===== src/hdl/wheel_encoder_pulse_velocity_assert.svh =====
// ----------------------------------------------------------------------------
// Assertion macros shared by the encoder velocity block
// Each macro places one labeled concurrent assertion on the rising clock
// edge, with checks switched off while reset is high.
// ----------------------------------------------------------------------------
`ifndef WHEEL_ENCODER_PULSE_VELOCITY_ASSERT_SVH
`define WHEEL_ENCODER_PULSE_VELOCITY_ASSERT_SVH

// The consequent must hold in the same cycle as the antecedent.
`define WEP_ASSERT_SAME(label, clk, rst, ante, cons) \
   label: assert property (@(posedge clk) disable iff (rst) (ante) |-> (cons)) \
      else $error("%m: assertion failed");

// The consequent must hold in the cycle after the antecedent.
`define WEP_ASSERT_NEXT(label, clk, rst, ante, cons) \
   label: assert property (@(posedge clk) disable iff (rst) (ante) |=> (cons)) \
      else $error("%m: assertion failed");

`endif


===== src/hdl/wep_queue.sv =====
// ----------------------------------------------------------------------------
// wep_queue
// Small register queue that parts the front from the back.
// ----------------------------------------------------------------------------
`timescale 1ns / 1ps
`include "wheel_encoder_pulse_velocity_assert.svh"

module wep_queue #(
   parameter int DEPTH = 2,
   parameter int WIDTH = 8
) (
   input  logic             clock,
   input  logic             reset,
   input  logic             wr_en,
   input  logic [WIDTH-1:0] wr_data,
   input  logic             rd_en,
   output logic [WIDTH-1:0] rd_data,
   output logic             q_empty,
   output logic             q_full
);

   localparam int PTR_W = $clog2(DEPTH);
   localparam int CNT_W = $clog2(DEPTH + 1);

   logic [WIDTH-1:0] entries_ff [DEPTH];
   logic [PTR_W-1:0] wr_ptr_ff, wr_ptr_in;
   logic [PTR_W-1:0] rd_ptr_ff, rd_ptr_in;
   logic [CNT_W-1:0] count_ff, count_in;
   logic             do_wr, do_rd;

   assign q_empty = (count_ff == '0);
   assign q_full  = (count_ff == CNT_W'(DEPTH));
   assign rd_data = entries_ff[rd_ptr_ff];
   assign do_wr   = wr_en && !q_full;
   assign do_rd   = rd_en && !q_empty;

   always_comb begin
      wr_ptr_in = wr_ptr_ff;
      rd_ptr_in = rd_ptr_ff;
      count_in  = count_ff;
      if (do_wr) begin
         wr_ptr_in = (wr_ptr_ff == PTR_W'(DEPTH - 1)) ? '0 : wr_ptr_ff + PTR_W'(1);
      end
      if (do_rd) begin
         rd_ptr_in = (rd_ptr_ff == PTR_W'(DEPTH - 1)) ? '0 : rd_ptr_ff + PTR_W'(1);
      end
      if (do_wr && !do_rd) begin
         count_in = count_ff + CNT_W'(1);
      end else if (do_rd && !do_wr) begin
         count_in = count_ff - CNT_W'(1);
      end
   end

   always_ff @(posedge clock) begin
      if (reset) begin
         wr_ptr_ff <= '0;
         rd_ptr_ff <= '0;
         count_ff  <= '0;
      end else begin
         wr_ptr_ff <= wr_ptr_in;
         rd_ptr_ff <= rd_ptr_in;
         count_ff  <= count_in;
      end
   end

   always_ff @(posedge clock) begin
      if (do_wr) begin
         entries_ff[wr_ptr_ff] <= wr_data;
      end
   end

   `WEP_ASSERT_SAME(a_count_bound, clock, reset, 1'b1, count_ff <= CNT_W'(DEPTH))
   `WEP_ASSERT_NEXT(a_count_tracks, clock, reset, do_wr && !do_rd && !reset, !q_empty)

endmodule


===== config.mk =====
export PLATFORM = sky130hd
export DESIGN_NAME = wep_queue
export DESIGN_NICKNAME = d
export VERILOG_FILES = /design/src/hdl/wep_queue.sv
export VERILOG_INCLUDE_DIRS = /design/src /design/src/hdl
export SDC_FILE = /design/constraint.sdc
export NUM_CORES = 1
export LEC_CHECK = 0
export ABC_AREA = 1
export BUFFER_PORTS_ARGS = -buffer_cell sky130_fd_sc_hd__buf_2
export CORE_AREA = 4 4 45 47
export DETAILED_ROUTE_END_ITERATION = 8
export DIE_AREA = 0 0 49 51
export HOLD_SLACK_MARGIN = 0.1
export PLACE_DENSITY_LB_ADDON = 0.25
export SYNTH_ARGS = -nofsm -noshare
export SYNTH_HDL_FRONTEND = slang
export SYNTH_SLANG_ARGS = --single-unit

===== constraint.sdc =====
create_clock -name clock -period 3.42 [get_ports clock]
set_input_delay 0.342 -clock clock [delete_from_list [all_inputs] [get_ports clock]]
set_output_delay 0.342 -clock clock [all_outputs]
set_load 0.02 [all_outputs]

==> summary.md <==
| Metric | Value |
|---|---|
| Outcome | finished clean |
| Synth Net Count | 75 |
| Area of the multi-input gates | 209.0 um^2 |
| Post_cts resized | 0 |
| CP delay by family, top | flip-flops |
| Slowest CP cell | dfxtp_1 |
| Final Hold Viols | 0 |
| GRT Total Usage | 11.30% |
| Num rows | 15 |
| Largest net degree at the start of global routing | 12 |
| Nets@finish | 100 |
| Most frequent cells in the layout | buf_2 (21), edfxtp_1 (16), nor2_1 (9) |
| Max Clk Rate | 0.5846 GHz |
| Routed vias/inst | 4.864 |
| Clk_skew | 0.4452 ps |
| Hold Path Cell Cnt | 1 |
| Wire length on met3 | 102 um |
| Routed len/inst | 12.06 um |
| Setup TNS | 0 ps |
| Bufs and invs on worst path | 1 |
| Clock insertion delay at the later pin of the skew report | 290 ps |
| TritonRoute pass-1 iters | 3 |
| Vias in the first global route | 518 |
| CP max stage delay | 540 ps |
| Crit-path cells | mux2_2 -> buf_2 |
| Hold WC Path Type | in2reg |
| Clk root buf | clkbuf_4 |
| Distinct cell type count after synthesis | 16 |
| Placed cell area | 949.7 um^2 |
| Clock-pin transition on the worst setup and hold timing paths | 100 ps |
| GPL Wtd Cong | 0.7283 |
| Initial Utilization | 50.15% |
| Antenna Cells | 0 |
| CP endpoint kind | output pin |
| Reg2Reg Setup Slack | 1900 ps |
| Post-layout minimum cycle time | 1711 ps |
| Final setup violation count | 0 |
| WL met2 | 642 um |
| P&R area growth vs syn | 17.82% |
| Dominant synthesized flop cell | edfxtp_1 |
| Final-report max-slew violation count | 0 |
| Setup bufs post-CTS | 0 |
| Synthesized area | 828.3 um^2 |
| Worst reg-to-reg path cell count | 2 |
| Post-synth EDFFs | 16 |
| TritonCTS Sinks | 21 |
| RSZ-0062 raised after global routing | no |
| FFs w/ async S/R, synth | 0% |
| Floorplan core area | 1652 um^2 |
| Worst EP required | 3080 ps |
| Mean post-synth cell area | 13.36 um^2 |
| # hold bufs at CTS | 0 |
| DRT iter0 DRCs | 7 |
| Die ar. | 2499 um^2 |
| Metal-1 WL | 467 um |
| Cell Pwr Density | 727.3 nW/um^2 |
| Via count of the routed design | 501 |
| Post-route clock period utilization | 50.02% |
| Slew HR | 55.85% |
| Cell count after synthesis | 62 |
| Register bit total from synthesis | 21 |
| Stages on worst setup path | 2 |
| CTS tree | built |
| Layout cells sized above 1 | 43.02% |
| Register area | 580.6 um^2 |
| Die Y | 51 um |
| Fin util | 59.09% |
| Number of H-tree levels | 1 |
| Static leakage | 0.4057 nW |
| Grt ovf | 0 |
| Startpoint Class | register |
| IO Pins | 22 |
| Chip width | 49 um |
| Maxcap violations | 0 |
| Peak VDD IR | 0.4836 mV |
| Tightest Pin Transition | 659.9 ps |
| Post-route cell area | 975.9 um^2 |
| Final HPWL DP | 918.2 um |
| Port buffer count | 21 |
| Post-route ant nets | 0 |
| Initial antenna violation count | 0 |
| Maximum clock path buffer count | 2 |
| Total power | 0.7098 mW |
| Critical path data arrival time | 1370 ps |
| Drt drc | 0 |
| Seq/Total Area, Yosys | 70.09% |
| Max Used Layer | met4 |
| Num CTS Buffers | 3 |
| Max FO, Critical Path | 8 |
| First-pass GRT wire length | 2111 um |
| Synth Warn # | 0 |
| Critical path type | reg2out |
| Most common cell after layout, fill and taps aside | buf_2 |
| WL final | 1242 um |
| Layout fillers | 147 |
flip-flops by register name, summed over array words and instances (netlist names), named ones only:
name and count:
entries_ff 16, count_ff 2, rd_ptr_ff 1, wr_ptr_ff 1
area by class of cell:
type | instances | area share [%]
Clock buffer | 4 | 2.692
Timing Repair Buffer | 21 | 10.77
Multi-Input combinational cell | 31 | 21.41
Inverter | 9 | 3.462
Sequential cell | 21 | 59.49
Tap cell | 17 | 2.179
cells by family after synthesis:
| family | after synthesis | share of synthesized area (%) |
|---|---|---|
| fa+ha+maj | 1 | 1.510 |
| flops | 21 | 70.09 |
| simple gates | 16 | 8.307 |
| mux | 8 | 10.88 |
| compound gates | 6 | 4.531 |
| buf+inv | 10 | 4.683 |
final timing paths:
kind / end / from
worst min-delay path: entries_ff[0][6] / wr_data[6]
worst min register to register: wr_ptr_ff / wr_ptr_ff
worst max register to register: entries_ff[0][2] / count_ff[0]
worst max-delay path: rd_data[2] / register
metal layers:
metal / up-vias / global-route usage, %
met5: - / 0
met4: 0 / 6.726
met3: 4 / 4.082
met2: 16 / 20.22
met1: 222 / 11.05
li1: 259 / -
report_power, final:
part / internal [mW] / switching [mW] / leakage, nW
logic: 0.0966 / 0.140 / 0.200
clock network: 0.0453 / 0.0665 / 0.0150
registers: 0.326 / 0.0356 / 0.191
cell usage after synthesis, drive strengths merged, types with 4 or more instances:
master	instances	area, um^2
dfxtp	5	100.1
edfxtp	16	480.5
inv	9	33.79
mux2	8	90.09
nand2	4	15.01
nor2	9	33.78
o21ai	5	32.53
per-stage QoR:
stage,worst slack [ps],hold WS [ps],instances
after floorplan,2099,440.9,62
after global placement,1927,492.8,99
after detailed placement,1897,505.6,99
after CTS,1685,227.9,103
after global routing,1606,217.0,103
final,1709,232.3,103
(Power assumes the default switching activity.)
