--- config.mk ---
export PLATFORM = sky130hd
export DESIGN_NAME = wep_front
export DESIGN_NICKNAME = d
export VERILOG_FILES = /design/src/hdl/wheel_encoder_pulse_velocity_assert.svh /design/src/hdl/wep_pkg.sv /design/src/hdl/wep_front.sv
export SDC_FILE = /design/constraint.sdc
export NUM_CORES = 1
export LEC_CHECK = 0
export BUFFER_PORTS_ARGS = -buffer_cell sky130_fd_sc_hd__buf_2
export CAP_MARGIN = 20
export CORE_MARGIN = 4
export CORE_UTILIZATION = 58
export DETAILED_ROUTE_END_ITERATION = 8
export GPL_TIMING_DRIVEN = 0
export PLACE_DENSITY = 0.93
export SYNTH_ARGS = -nofsm -noshare
export SYNTH_HDL_FRONTEND = slang
export SYNTH_SLANG_ARGS = --single-unit
--- constraint.sdc ---
create_clock -name clock -period 9.9 [get_ports clock]
set_input_delay 2.475 -clock clock [delete_from_list [all_inputs] [get_ports clock]]
set_output_delay 2.475 -clock clock [all_outputs]
set_load 0.01 [all_outputs]
--- src/hdl/wheel_encoder_pulse_velocity_assert.svh ---
// ----------------------------------------------------------------------------
// Assertion macros shared by the encoder velocity block
// Each macro places one labeled concurrent assertion on the rising clock
// edge, with checks switched off while reset is high.
// ----------------------------------------------------------------------------
`ifndef WHEEL_ENCODER_PULSE_VELOCITY_ASSERT_SVH
`define WHEEL_ENCODER_PULSE_VELOCITY_ASSERT_SVH

// The consequent must hold in the same cycle as the antecedent.
`define WEP_ASSERT_SAME(label, clk, rst, ante, cons) \
   label: assert property (@(posedge clk) disable iff (rst) (ante) |-> (cons)) \
      else $error("%m: assertion failed");

// The consequent must hold in the cycle after the antecedent.
`define WEP_ASSERT_NEXT(label, clk, rst, ante, cons) \
   label: assert property (@(posedge clk) disable iff (rst) (ante) |=> (cons)) \
      else $error("%m: assertion failed");

`endif

--- src/hdl/wep_pkg.sv ---
// ----------------------------------------------------------------------------
// wep_pkg
// Types and constants shared by the wheel encoder velocity block.
// ----------------------------------------------------------------------------
`timescale 1ns / 1ps

package wep_pkg;

   localparam int COUNT_W  = 32;
   localparam int TIME_W   = 32;
   localparam int CM_W     = 24;
   localparam int MIN_W    = 16;
   localparam int WINDOW_W = 16;
   localparam int VEL_W    = 32;
   localparam int DIST_W   = 48;
   localparam int CSR_W    = 24;

   // Velocity is scaled from per millisecond to per second.
   localparam int VEL_SCALE = 1000;

   typedef enum logic [1:0] {
      ACT_EDGE      = 2'd0,
      ACT_VELOCITY  = 2'd1,
      ACT_RESET     = 2'd2,
      ACT_DIRECTION = 2'd3
   } action_type;

   typedef enum logic [1:0] {
      CSR_MIN_EDGE_US       = 2'd0,
      CSR_VELOCITY_WINDOW_MS = 2'd1,
      CSR_CM_PER_PULSE      = 2'd2
   } csr_index_type;

   localparam logic [1:0] DIR_PLUS  = 2'b01;
   localparam logic [1:0] DIR_ZERO  = 2'b00;
   localparam logic [1:0] DIR_MINUS = 2'b11;

   typedef struct packed {
      logic [MIN_W-1:0]    min_edge_us;
      logic [WINDOW_W-1:0] window_ms;
      logic [CM_W-1:0]     cm_per_pulse;
   } cfg_type;

   // One classified request on its way from the front to the back.
   typedef struct packed {
      logic [COUNT_W-1:0] count;
      logic [COUNT_W-1:0] delta;
      logic [TIME_W-1:0]  elapsed;
      logic               do_velocity;
      logic               clear_velocity;
   } job_type;

endpackage

--- src/hdl/wep_front.sv ---
// ----------------------------------------------------------------------------
// wep_front
// Accepts requests, applies edge filtering and the velocity window, and
// keeps the count, direction and timestamp state.
// ----------------------------------------------------------------------------
`timescale 1ns / 1ps

module wep_front import wep_pkg::*; (
   input  logic                clock,
   input  logic                reset,
   input  cfg_type             cfg,
   input  logic                accept,
   input  logic [1:0]          req_action,
   input  logic [TIME_W-1:0]   req_now_us,
   input  logic [TIME_W-1:0]   req_now_ms,
   input  logic signed [1:0]   req_direction,
   output job_type             job
);

   logic [COUNT_W-1:0]  count_ff, count_in;
   logic [1:0]          dir_ff, dir_in;
   logic [TIME_W-1:0]   last_edge_ff, last_edge_in;
   logic [COUNT_W-1:0]  snapshot_ff, snapshot_in;
   logic [TIME_W-1:0]   last_vel_ff, last_vel_in;
   logic [TIME_W-1:0]   edge_gap;
   logic [TIME_W-1:0]   vel_elapsed;
   logic [WINDOW_W-1:0] window;
   logic                do_velocity;
   logic                clear_velocity;

   assign edge_gap    = req_now_us - last_edge_ff;
   assign vel_elapsed = req_now_ms - last_vel_ff;
   // A zero window behaves as one millisecond.
   assign window      = (cfg.window_ms == '0) ? WINDOW_W'(1) : cfg.window_ms;

   always_comb begin
      count_in       = count_ff;
      dir_in         = dir_ff;
      last_edge_in   = last_edge_ff;
      snapshot_in    = snapshot_ff;
      last_vel_in    = last_vel_ff;
      do_velocity    = 1'b0;
      clear_velocity = 1'b0;
      if (accept) begin
         unique case (action_type'(req_action))
            ACT_EDGE: begin
               if (edge_gap >= {{(TIME_W-MIN_W){1'b0}}, cfg.min_edge_us}) begin
                  last_edge_in = req_now_us;
                  count_in     = count_ff + {{(COUNT_W-2){dir_ff[1]}}, dir_ff};
               end
            end
            ACT_VELOCITY: begin
               if (vel_elapsed >= {{(TIME_W-WINDOW_W){1'b0}}, window}) begin
                  do_velocity = 1'b1;
                  snapshot_in = count_ff;
                  last_vel_in = req_now_ms;
               end
            end
            ACT_RESET: begin
               count_in       = '0;
               snapshot_in    = '0;
               last_vel_in    = req_now_ms;
               clear_velocity = 1'b1;
            end
            ACT_DIRECTION: begin
               // Both negative codes give a backward direction.
               unique case (req_direction)
                  DIR_PLUS: dir_in = DIR_PLUS;
                  DIR_ZERO: dir_in = DIR_ZERO;
                  default:  dir_in = DIR_MINUS;
               endcase
            end
            default: begin
               count_in = count_ff;
            end
         endcase
      end
   end

   always_comb begin
      job.count          = count_in;
      job.delta          = count_ff - snapshot_ff;
      job.elapsed        = vel_elapsed;
      job.do_velocity    = do_velocity;
      job.clear_velocity = clear_velocity;
   end

   always_ff @(posedge clock) begin
      if (reset) begin
         count_ff     <= '0;
         dir_ff       <= DIR_PLUS;
         last_edge_ff <= '0;
         snapshot_ff  <= '0;
         last_vel_ff  <= '0;
      end else begin
         count_ff     <= count_in;
         dir_ff       <= dir_in;
         last_edge_ff <= last_edge_in;
         snapshot_ff  <= snapshot_in;
         last_vel_ff  <= last_vel_in;
      end
   end

endmodule

==> metrics.yaml <==
run_status:
  status: "finished, final reports clean"
yosys:
  synth_top_area_cell: "dfxtp_1"
  synth_seq_cells: 130
  ys.flop_type: "dfxtp_1"
  seq_area_frac_synth_pct: 20.2
  syn_area_per_cell_um2: 7.64
  synth_nets: 1977
  synthArstFlopShare_pct: 0
  synthDominantCellAreaShare_pct: 20.2
  synth-edff-count: 0
  ys_warn_count: 0
  netlist_instances: 1690
  synth_cell_types: 85
  syn_area_um2: 12900
  synthTopCellsByArea: "dfxtp_1 (20%), ha_1 (15%), a21oi_1 (5.7%)"
place:
  gp_congestion: 0.950
  placed_area_um2: 14300
  portBuffers: 199
  dp_hpwl_um: 30800
  dp.cells: 2170
  place_ws_ns: -0.380
clock_network:
  cts_made_buffers: 17
  clk_path_buf_depth: 2
  root_buffer: "clkbuf_16"
  cts_num_sinks: 130
  clock_latency_ns: 0.43
  cts_tree: "built"
  path_clk_slew_ns: 0.06
  htreeDepth: 4
floorplan:
  rows: 54
  start_util_pct: 59.0
  coreArea_um2: 21900
  fp.dieH_um: 157
  die_w_um: 157
  dieArea_um2: 24700
  ioPinCount: 225
timing:
  slew_viol_final: 0
  tightestPinTransition_ns: 0.859
  hold_viol_final: 0
  skew_ns: 0.0141
  period_minus_slack_ns: 9.75
  finalCritPeriodShare_pct: 98.4
  slew_headroom_pct: 42.2
  max_freq_mhz: 103
  setup_ws_ns: 0.154
  setup_violations: 0
detailed_routing:
  wirelength_um: 38900
  first_pass_iters: 5
  ant_nets: 0
  via_count: 13600
  drtIter0Drc: 960
  routedWlPerCell_um: 17.6
  drc: 0
  via_per_inst: 6.13
global_route:
  grt_pass1_vias: 13200
  antenna_found_initial: 1
  grt_pass1_wl_um: 62300
  grt_usage_pct: 30.3
  overflow: 0
  grt_start_max_net_pins: 21
power:
  p_leak_nw: 6.69
  clkPwrFrac_pct: 34.4
  power_density_nw_per_um2: 117
  share_seq_of_total_power_pct: 31.0
  switching_share_pct: 36.2
  comb_power_share_pct: 34.7
  vdd_drop_max_uv: 120
  intPower_mw: 1.12
  netSwitchingPower_uw: 638
setup_path:
  worst-setup-path-type: "input pin to output pin"
  reg2reg_to: "count_ff[19]$_SDFF_PP0_"
  timing.rr.start: "last_edge_ff[1]$_SDFFE_PP0P_"
  end_kind: "output pin"
  worstPathRequired_ns: 7.43
  r2r_slack_ns: 4.44
  worst-r2r-cell-count: 23
  critical_path.startpoint_type: "input pin"
  cp_data_arrival_time_ns: 7.27
  worstPathMaxFanout: 7
hold_path:
  min_from: "last_edge_ff[29]$_SDFFE_PP0P_"
  hold_path_end: "last_edge_ff[29]$_SDFFE_PP0P_"
  hold_path_class: "flop to flop"
  worstHoldPathCells: 2
layout:
  most-common-layout-cells: "buf_2 (211), inv_1 (188), ha_1 (156)"
  n_fill_cell: 1829
  final_area_um2: 15000
  area_growth_pct: 16.4
  final_layout_size_suffix_gt1_share_pct: 16.2
  nets: 2203
  final_common_cell: "buf_2"
  fin_cells: 2215
job:
  maxCapViolCount: 0
-- kinds of logic after synthesis --
| group | after synthesis | share of synthesized area (%) |
|---|---|---|
| AOI/OAI and AO/OA | 568 | 30.0 |
| xor gates and xnor gates | 91 | 6.17 |
| and+or+nand+nor | 443 | 16.4 |
| muxes | 39 | 3.05 |
| DFF | 130 | 20.2 |
| adders and majority gates | 160 | 15.7 |
| buffers and inverters | 259 | 8.39 |
-- flip-flops by register name (all words and copies together) (netlist names) --
| name | cells |
|---|---|
| count_ff | 32 |
| last_edge_ff | 32 |
| last_vel_ff | 32 |
| snapshot_ff | 32 |
| dir_ff | 2 |
-- layout make-up --
class,instances,area [µm²],area share [%]
Buffer,69,394,2.62
Inverter,189,709,4.72
Antenna cell,6,15.0,0.0999
Multi-Input combinational cell,1301,9310,62.0
Clock inverter,12,101,0.675
Timing Repair Buffer,208,1080,7.22
Clock buffer,20,457,3.04
Sequential cell,130,2600,17.3
Tap cell,280,350,2.33
-- routing by layer --
metal | up-vias | track usage, % | wire [µm]
met2 | 523 | 52.8 | 18500
li1 | 6618 | - | -
met4 | 2 | 10.9 | 1210
met3 | 98 | 4.26 | 2530
met5 | - | 0 | 12
met1 | 6336 | 38.2 | 16600
-- synth_stat cells (32+ instances only) --
library cell / count
a21o_1: 45
xnor2_1: 63
mux2i_1: 36
a22o_1: 32
nand3_1: 53
dfxtp_1: 130
inv_1: 188
clkbuf_1: 34
nor2_1: 130
nand2_1: 117
ha_1: 156
o21ai_0: 108
a21oi_1: 147
-- power groups by stage --
stage          combinational (mW)  sequential [mW]  clock, mW
2_1_floorplan               0.411            0.555          0
3_3_place_gp                0.572            0.557          0
3_5_place_dp                0.589            0.557          0
4_1_cts                     0.599            0.546      0.609
5_1_grt                     0.672            0.547      0.632
6_report                    0.611            0.546      0.605
-- through the flow --
stage                     hold slack, ns  utilization (%)  setup TNS [ns]  total power, mW
after floorplan                    0.449                -               0            0.966
after global placement             0.460             65.1           -9.39             1.13
after detailed placement           0.464             65.2           -9.47             1.15
after CTS                          0.475             68.2               0             1.75
after global routing               0.485             68.6         -0.0255             1.85
final                              0.474             68.6               0             1.76
-- how the worst max path moves through the flow --
stage / from / to / slack [ns] / cells past startpoint
global route: req_now_us[1] / job[71] / -0.01 / 24
global placement: req_now_us[1] / job[92] / -0.38 / 24
floorplan: req_now_us[1] / job[69] / 0.92 / 22
CTS: req_now_us[1] / job[69] / 0.01 / 24
finish: req_now_us[1] / job[92] / 0.15 / 24
detailed placement: req_now_us[1] / job[69] / -0.38 / 24
-- worst max-delay path: stages --
cell and delay (ns):
buf_2 0.13, ha_1 0.29, nor2b_1 0.15, o31a_1 0.35, o21ba_4 0.26, o31a_1 0.27
nor2_2 0.10, inv_1 0.08, a21oi_2 0.15, xnor2_1 0.15, ha_1 0.28, nand4_1 0.13
a21oi_1 0.09, a221o_1 0.31, a2111oi_4 0.22, and4_1 0.24, nand4_1 0.16, a2111oi_4 0.28
nand4_1 0.21, buf_6 0.18, o21ai_4 0.29, buf_6 0.17, o2bb2ai_1 0.15, buf_2 0.18
-- timing repair --
action,in CTS,in global routing
gates cloned,0,2
resized for setup,17,12
endpoints found under the setup margin,31,31
hold buffers,0,0
buffers inserted,0,5
pin swaps,0,10
No activity file was read; power rests on OpenSTA's default activity.
