<file path="src/hdl/wheel_encoder_pulse_velocity_assert.svh">
// ----------------------------------------------------------------------------
// Assertion macros shared by the encoder velocity block
// Each macro places one labeled concurrent assertion on the rising clock
// edge, with checks switched off while reset is high.
// ----------------------------------------------------------------------------
`ifndef WHEEL_ENCODER_PULSE_VELOCITY_ASSERT_SVH
`define WHEEL_ENCODER_PULSE_VELOCITY_ASSERT_SVH

// The consequent must hold in the same cycle as the antecedent.
`define WEP_ASSERT_SAME(label, clk, rst, ante, cons) \
   label: assert property (@(posedge clk) disable iff (rst) (ante) |-> (cons)) \
      else $error("%m: assertion failed");

// The consequent must hold in the cycle after the antecedent.
`define WEP_ASSERT_NEXT(label, clk, rst, ante, cons) \
   label: assert property (@(posedge clk) disable iff (rst) (ante) |=> (cons)) \
      else $error("%m: assertion failed");

`endif

</file>
<file path="src/hdl/wep_pkg.sv">
// ----------------------------------------------------------------------------
// wep_pkg
// Types and constants shared by the wheel encoder velocity block.
// ----------------------------------------------------------------------------
`timescale 1ns / 1ps

package wep_pkg;

   localparam int COUNT_W  = 32;
   localparam int TIME_W   = 32;
   localparam int CM_W     = 24;
   localparam int MIN_W    = 16;
   localparam int WINDOW_W = 16;
   localparam int VEL_W    = 32;
   localparam int DIST_W   = 48;
   localparam int CSR_W    = 24;

   // Velocity is scaled from per millisecond to per second.
   localparam int VEL_SCALE = 1000;

   typedef enum logic [1:0] {
      ACT_EDGE      = 2'd0,
      ACT_VELOCITY  = 2'd1,
      ACT_RESET     = 2'd2,
      ACT_DIRECTION = 2'd3
   } action_type;

   typedef enum logic [1:0] {
      CSR_MIN_EDGE_US       = 2'd0,
      CSR_VELOCITY_WINDOW_MS = 2'd1,
      CSR_CM_PER_PULSE      = 2'd2
   } csr_index_type;

   localparam logic [1:0] DIR_PLUS  = 2'b01;
   localparam logic [1:0] DIR_ZERO  = 2'b00;
   localparam logic [1:0] DIR_MINUS = 2'b11;

   typedef struct packed {
      logic [MIN_W-1:0]    min_edge_us;
      logic [WINDOW_W-1:0] window_ms;
      logic [CM_W-1:0]     cm_per_pulse;
   } cfg_type;

   // One classified request on its way from the front to the back.
   typedef struct packed {
      logic [COUNT_W-1:0] count;
      logic [COUNT_W-1:0] delta;
      logic [TIME_W-1:0]  elapsed;
      logic               do_velocity;
      logic               clear_velocity;
   } job_type;

endpackage

</file>
<file path="src/hdl/wep_back.sv">
// ----------------------------------------------------------------------------
// wep_back
// Takes classified requests from the queue, forms distance by a product and
// velocity with a restoring divider, and holds the result register.
// ----------------------------------------------------------------------------
`timescale 1ns / 1ps
`include "wheel_encoder_pulse_velocity_assert.svh"

module wep_back import wep_pkg::*; (
   input  logic                     clock,
   input  logic                     reset,
   input  logic [CM_W-1:0]          cm_per_pulse,
   input  logic                     job_empty,
   input  job_type                  job,
   output logic                     job_pop,
   input  logic                     pop,
   output logic                     empty,
   output logic signed [COUNT_W-1:0] rsp_pulse_count,
   output logic signed [VEL_W-1:0]  rsp_velocity,
   output logic signed [DIST_W-1:0] rsp_distance,
   output logic                     rsp_velocity_updated
);

   localparam int PROD_W    = COUNT_W + CM_W;
   localparam int SCALE_W   = PROD_W + $clog2(VEL_SCALE);
   localparam int HI_W      = SCALE_W - TIME_W;
   localparam int DIV_STEPS = VEL_W;
   localparam int STEP_W    = $clog2(DIV_STEPS);

   typedef enum logic [4:0] {
      ST_IDLE  = 5'b00001,
      ST_MUL   = 5'b00010,
      ST_SCALE = 5'b00100,
      ST_DIV   = 5'b01000,
      ST_DONE  = 5'b10000
   } back_state_type;

   back_state_type     state_ff, state_in;
   job_type            job_ff, job_in;
   logic [PROD_W-1:0]  prod_ff, prod_in;
   logic [PROD_W-1:0]  dist_ff, dist_in;
   logic [TIME_W-1:0]  rem_ff, rem_in;
   logic [VEL_W-1:0]   quo_ff, quo_in;
   logic [STEP_W-1:0]  step_ff, step_in;
   logic               sat_ff, sat_in;
   logic [VEL_W-1:0]   velocity_ff, velocity_in;
   logic               out_valid_ff, out_valid_in;
   logic [COUNT_W-1:0] out_count_ff, out_count_in;
   logic [VEL_W-1:0]   out_vel_ff, out_vel_in;
   logic [DIST_W-1:0]  out_dist_ff, out_dist_in;
   logic               out_upd_ff, out_upd_in;

   logic [SCALE_W-1:0] scaled;
   logic [HI_W-1:0]    scaled_hi;
   logic [TIME_W:0]    trial;
   logic               trial_ge;
   logic [VEL_W-1:0]   vel_new;
   logic [DIST_W-1:0]  dist_sat;
   logic               out_free;

   function automatic logic [COUNT_W-1:0] magnitude(input logic [COUNT_W-1:0] v);
      return v[COUNT_W-1] ? (~v + COUNT_W'(1)) : v;
   endfunction

   assign scaled    = SCALE_W'(prod_ff) * SCALE_W'(VEL_SCALE);
   assign scaled_hi = scaled[SCALE_W-1:TIME_W];
   assign trial     = {rem_ff, quo_ff[VEL_W-1]};
   assign trial_ge  = (trial >= {1'b0, job_ff.elapsed});
   assign out_free  = !out_valid_ff || pop;

   // Apply the sign to the truncated magnitude and saturate.
   always_comb begin
      if (job_ff.delta[COUNT_W-1]) begin
         if (sat_ff || (quo_ff > {1'b1, {(VEL_W-1){1'b0}}})) begin
            vel_new = {1'b1, {(VEL_W-1){1'b0}}};
         end else begin
            vel_new = ~quo_ff + VEL_W'(1);
         end
      end else begin
         if (sat_ff || quo_ff[VEL_W-1]) begin
            vel_new = {1'b0, {(VEL_W-1){1'b1}}};
         end else begin
            vel_new = quo_ff;
         end
      end
   end

   always_comb begin
      if (job_ff.count[COUNT_W-1]) begin
         if (dist_ff > PROD_W'({1'b1, {(DIST_W-1){1'b0}}})) begin
            dist_sat = {1'b1, {(DIST_W-1){1'b0}}};
         end else begin
            dist_sat = ~dist_ff[DIST_W-1:0] + DIST_W'(1);
         end
      end else begin
         if (dist_ff > PROD_W'({1'b0, {(DIST_W-1){1'b1}}})) begin
            dist_sat = {1'b0, {(DIST_W-1){1'b1}}};
         end else begin
            dist_sat = dist_ff[DIST_W-1:0];
         end
      end
   end

   always_comb begin
      state_in     = state_ff;
      job_in       = job_ff;
      prod_in      = prod_ff;
      dist_in      = dist_ff;
      rem_in       = rem_ff;
      quo_in       = quo_ff;
      step_in      = step_ff;
      sat_in       = sat_ff;
      velocity_in  = velocity_ff;
      out_valid_in = out_valid_ff && !pop;
      out_count_in = out_count_ff;
      out_vel_in   = out_vel_ff;
      out_dist_in  = out_dist_ff;
      out_upd_in   = out_upd_ff;
      job_pop      = 1'b0;
      unique case (state_ff)
         ST_IDLE: begin
            if (!job_empty) begin
               job_pop  = 1'b1;
               job_in   = job;
               state_in = ST_MUL;
            end
         end
         ST_MUL: begin
            prod_in  = PROD_W'(magnitude(job_ff.delta)) * PROD_W'(cm_per_pulse);
            dist_in  = PROD_W'(magnitude(job_ff.count)) * PROD_W'(cm_per_pulse);
            state_in = ST_SCALE;
         end
         ST_SCALE: begin
            sat_in = 1'b0;
            if (!job_ff.do_velocity) begin
               state_in = ST_DONE;
            end else if (scaled_hi >= HI_W'(job_ff.elapsed)) begin
               // The quotient does not fit in 32 bits.
               sat_in   = 1'b1;
               state_in = ST_DONE;
            end else begin
               rem_in   = scaled_hi[TIME_W-1:0];
               quo_in   = scaled[VEL_W-1:0];
               step_in  = STEP_W'(DIV_STEPS - 1);
               state_in = ST_DIV;
            end
         end
         ST_DIV: begin
            rem_in  = trial_ge ? trial[TIME_W-1:0] - job_ff.elapsed : trial[TIME_W-1:0];
            quo_in  = {quo_ff[VEL_W-2:0], trial_ge};
            step_in = step_ff - STEP_W'(1);
            if (step_ff == '0) begin
               state_in = ST_DONE;
            end
         end
         ST_DONE: begin
            if (out_free) begin
               if (job_ff.clear_velocity) begin
                  velocity_in = '0;
               end else if (job_ff.do_velocity) begin
                  velocity_in = vel_new;
               end
               out_valid_in = 1'b1;
               out_count_in = job_ff.count;
               out_vel_in   = job_ff.clear_velocity ? '0 :
                              (job_ff.do_velocity ? vel_new : velocity_ff);
               out_dist_in  = dist_sat;
               out_upd_in   = job_ff.do_velocity;
               state_in     = ST_IDLE;
            end
         end
         default: begin
            state_in = ST_IDLE;
         end
      endcase
   end

   always_ff @(posedge clock) begin
      if (reset) begin
         state_ff     <= ST_IDLE;
         velocity_ff  <= '0;
         out_valid_ff <= 1'b0;
         step_ff      <= '0;
      end else begin
         state_ff     <= state_in;
         velocity_ff  <= velocity_in;
         out_valid_ff <= out_valid_in;
         step_ff      <= step_in;
      end
   end

   always_ff @(posedge clock) begin
      job_ff       <= job_in;
      prod_ff      <= prod_in;
      dist_ff      <= dist_in;
      rem_ff       <= rem_in;
      quo_ff       <= quo_in;
      sat_ff       <= sat_in;
      out_count_ff <= out_count_in;
      out_vel_ff   <= out_vel_in;
      out_dist_ff  <= out_dist_in;
      out_upd_ff   <= out_upd_in;
   end

   assign empty                = !out_valid_ff;
   assign rsp_pulse_count      = out_count_ff;
   assign rsp_velocity         = out_vel_ff;
   assign rsp_distance         = out_dist_ff;
   assign rsp_velocity_updated = out_upd_ff;

   `WEP_ASSERT_NEXT(a_div_ends, clock, reset,
      state_ff == ST_DIV && step_ff == '0, state_ff == ST_DONE)
   `WEP_ASSERT_NEXT(a_result_waits, clock, reset,
      state_ff == ST_DONE && out_valid_ff && !pop, state_ff == ST_DONE)
   `WEP_ASSERT_SAME(a_result_source, clock, reset,
      $rose(out_valid_ff), $past(state_ff) == ST_DONE)

endmodule

</file>
<file path="config.mk">
export PLATFORM = sky130hd
export DESIGN_NAME = wep_back
export DESIGN_NICKNAME = d
export VERILOG_FILES = /design/src/hdl/wep_pkg.sv /design/src/hdl/wep_back.sv
export VERILOG_INCLUDE_DIRS = /design/src /design/src/hdl
export SDC_FILE = /design/constraint.sdc
export NUM_CORES = 2
export LEC_CHECK = 0
export BUFFER_PORTS_ARGS = -buffer_cell sky130_fd_sc_hd__buf_2
export CORE_MARGIN = 2
export CORE_UTILIZATION = 34
export DETAILED_ROUTE_END_ITERATION = 10
export PLACE_DENSITY_LB_ADDON = 0.05
export SYNTH_ARGS = -nofsm -noshare
export SYNTH_HDL_FRONTEND = slang
export SYNTH_SLANG_ARGS = --single-unit
</file>
<file path="constraint.sdc">
create_clock -name clock -period 10.7 [get_ports clock]
set_clock_uncertainty 0.15 [all_clocks]
set_input_delay 1.605 -clock clock [delete_from_list [all_inputs] [get_ports clock]]
set_output_delay 1.605 -clock clock [all_outputs]
set_load 0.005 [all_outputs]
</file>
==> flow_summary.json <==
{
  "status": "finished, final reports clean",
  "area_growth_syn_to_layout_pct": 10.1,
  "setup_viol": 0,
  "drive_gt1_frac": 0.0765,
  "routabilityCongestion": 0.831,
  "tns_ns": 0,
  "antenna_found_initial": 14,
  "maxSlewHeadroom": 0.120,
  "wirelength_um": 240000,
  "ys_top_cells_by_area": "fa_1 39%, edfxtp_1 15%, ha_1 8.9%",
  "cts.path.max_buffers": 3,
  "die_w_um": 488,
  "drt-vias-per-instance": 4.91,
  "cts_tree": "done",
  "syn_nets": 10700,
  "path_max_fanout": 13,
  "io_pins": 241,
  "mostFrequentLayoutCells": "1769 x inv_1, 1531 x fa_1, 1177 x nand2_1",
  "cts_hold_buf": 0,
  "fin_util": 0.377,
  "synth_area_um2": 79500,
  "synth_seq_cells": 431,
  "async_flop_share": 0,
  "worstPathArrival_ns": 10.46,
  "hpwl_um": 193000,
  "yosysWarningCount": 0,
  "rsz0062_at_grt": "no",
  "wire_per_inst_um": 20.5,
  "fin_crit_sh": 0.951,
  "fin_crit_ns": 10.18,
  "cts_sinks": 431,
  "postRouteAntennaNets": 0,
  "clkLatencyLatePin_ns": 0.74,
  "firstDrtPassIters": 5,
  "grt_pass1_vias": 61100,
  "synth.largest_area_cell": "fa_1",
  "h-tree-depth": 2,
  "slowest_delay_ns": 0.73,
  "synth_top_area_share": 0.385,
  "synth_edf_count": 388,
  "final_cells": 11700,
  "yosysSeqAreaShare": 0.157,
  "endpoint_kind": "flip-flop",
  "start_util": 0.342,
  "synth.distinct_cells": 88,
  "die_area_um2": 238000,
  "grt_start_max_net_pins": 87,
  "route.detailed.drc": 0,
  "crit_path_start_kind": "flip-flop",
  "io_buffers": 240,
  "clkTransAtPathRegs_ns": 0.07,
  "path_class": "flip-flop to flip-flop",
  "critPathRequiredTime_ns": 10.98,
  "core-area_um2": 233000,
  "synthCells": 8494,
  "crit_top_cell": "fa_1",
  "slew_viol_final": 0,
  "synth_flop_cell": "edfxtp_1",
  "grtUsageTotal": 0.204,
  "die_h_um": 488,
  "fmax_mhz": 98.2,
  "dp.cells": 11600,
  "worstMarginPinSlew_ns": 1.31,
  "syn_avg_cell_area_um2": 9.36,
  "ctsRootBufferMaster": "clkbuf_16",
  "vias": 57300,
  "rows": 177,
  "final_common_cell": "inv_1",
  "holdWs_ns": 0.346,
  "crit_slowest_cell": "o41ai_1",
  "hp-class": "flip-flop to flip-flop",
  "hold_violations": 0,
  "grt_remaining_overflow": 0,
  "cts_inserted_buffers": 60,
  "drt_iter0_drc": 3233,
  "maxCapViolCount": 0,
  "grt_pass1_wl_um": 372000,
  "nets": 10800
}
-- registers in the layout, summed over array words and instances (netlist names) --
register              cells
velocity_ff              32
rsp_distance             48
rsp_velocity_updated      1
rsp_pulse_count          32
dist_ff                  56
step_ff                   5
quo_ff                   32
out_valid_ff              1
state_ff                  5
prod_ff                  56
rsp_velocity             32
sat_ff                    1
job_ff                   98
rem_ff                   32
-- metal layers --
metal	vias up	routed length (µm)	track usage
li1	26500	-	-
met1	29500	114000	0.293
met2	1089	112000	0.331
met3	208	9620	0.0223
met4	2	4910	0.0419
met5	-	13	0
-- worst max-delay path, delay by kind of cell, from the launching register on --
family          cells  cell delay, ns
xor+xnor            2            0.45
fa+ha+maj           8            3.95
flops               1            0.50
simple gates        4            1.05
buf+inv             5            0.69
compound gates      9            3.04
-- synthesized netlist by cell type (21+ instances only) --
master / n
fa_1: 1531
edfxtp_1: 388
nor4_1: 25
o21a_1: 24
a21oi_1: 283
a21o_1: 139
nor3_1: 72
xor2_1: 74
o22ai_1: 38
a211oi_1: 45
nand4_1: 46
xnor2_1: 167
and3_1: 32
nor2b_1: 35
o31ai_1: 30
nand3_1: 49
nand2b_1: 41
o21bai_1: 33
a22oi_1: 21
mux2i_1: 34
inv_1: 1769
dfxtp_1: 43
nor3b_1: 28
o21ai_0: 152
nand2_1: 1178
or3_1: 27
ha_1: 567
and2_1: 616
nor2_1: 280
a31oi_1: 60
clkbuf_1: 394
-- cell families after synthesis --
group	after synthesis	synth area share
muxes	34	0.00428
AOI/OAI and AO/OA	999	0.0811
xor gates and xnor gates	241	0.0265
and+or+nand+nor	2501	0.151
buffers and inverters	2190	0.105
DFF	431	0.157
adders and majority gates	2098	0.475
-- layout make-up --
class / count / area, µm²
Antenna cell: 2 / 5.00
Clock buffer: 70 / 1570
Clock inverter: 44 / 709
Fill cell: 23800 / 145000
Inverter: 1769 / 6640
Multi-Input combinational cell: 5873 / 59400
Sequential cell: 431 / 12500
Tap cell: 3043 / 3810
Timing Repair Buffer: 436 / 2950
-- timing repair --
action / CTS / global route
setup endpoints to repair: 0 / 13
gates resized for setup: 0 / 12
setup buffers: 0 / 2
-- metrics by stage --
stage / area [µm²] / setup WS (ns)
2_1_floorplan: 79500 / 0.825
3_3_place_gp: 85200 / 0.424
3_5_place_dp: 85200 / 0.319
4_1_cts: 87500 / 0.221
5_1_grt: 87600 / 0.00877
6_report: 87600 / 0.520
-- final timing paths --
path / to / depth (start not counted) / startpoint / slack (ns)
min: velocity_ff[23] / 2 / velocity_ff[23] / 0.35
min reg2reg: velocity_ff[23] / 2 / velocity_ff[23] / 0.35
max: prod_ff[52] / 28 / job_ff[37] / 0.52
max reg2reg: prod_ff[52] / 28 / job_ff[37] / 0.52
Power is left out: the tool's default activity adds up to more than one toggle a clock period on the data nets, which glitch-free logic cannot reach.
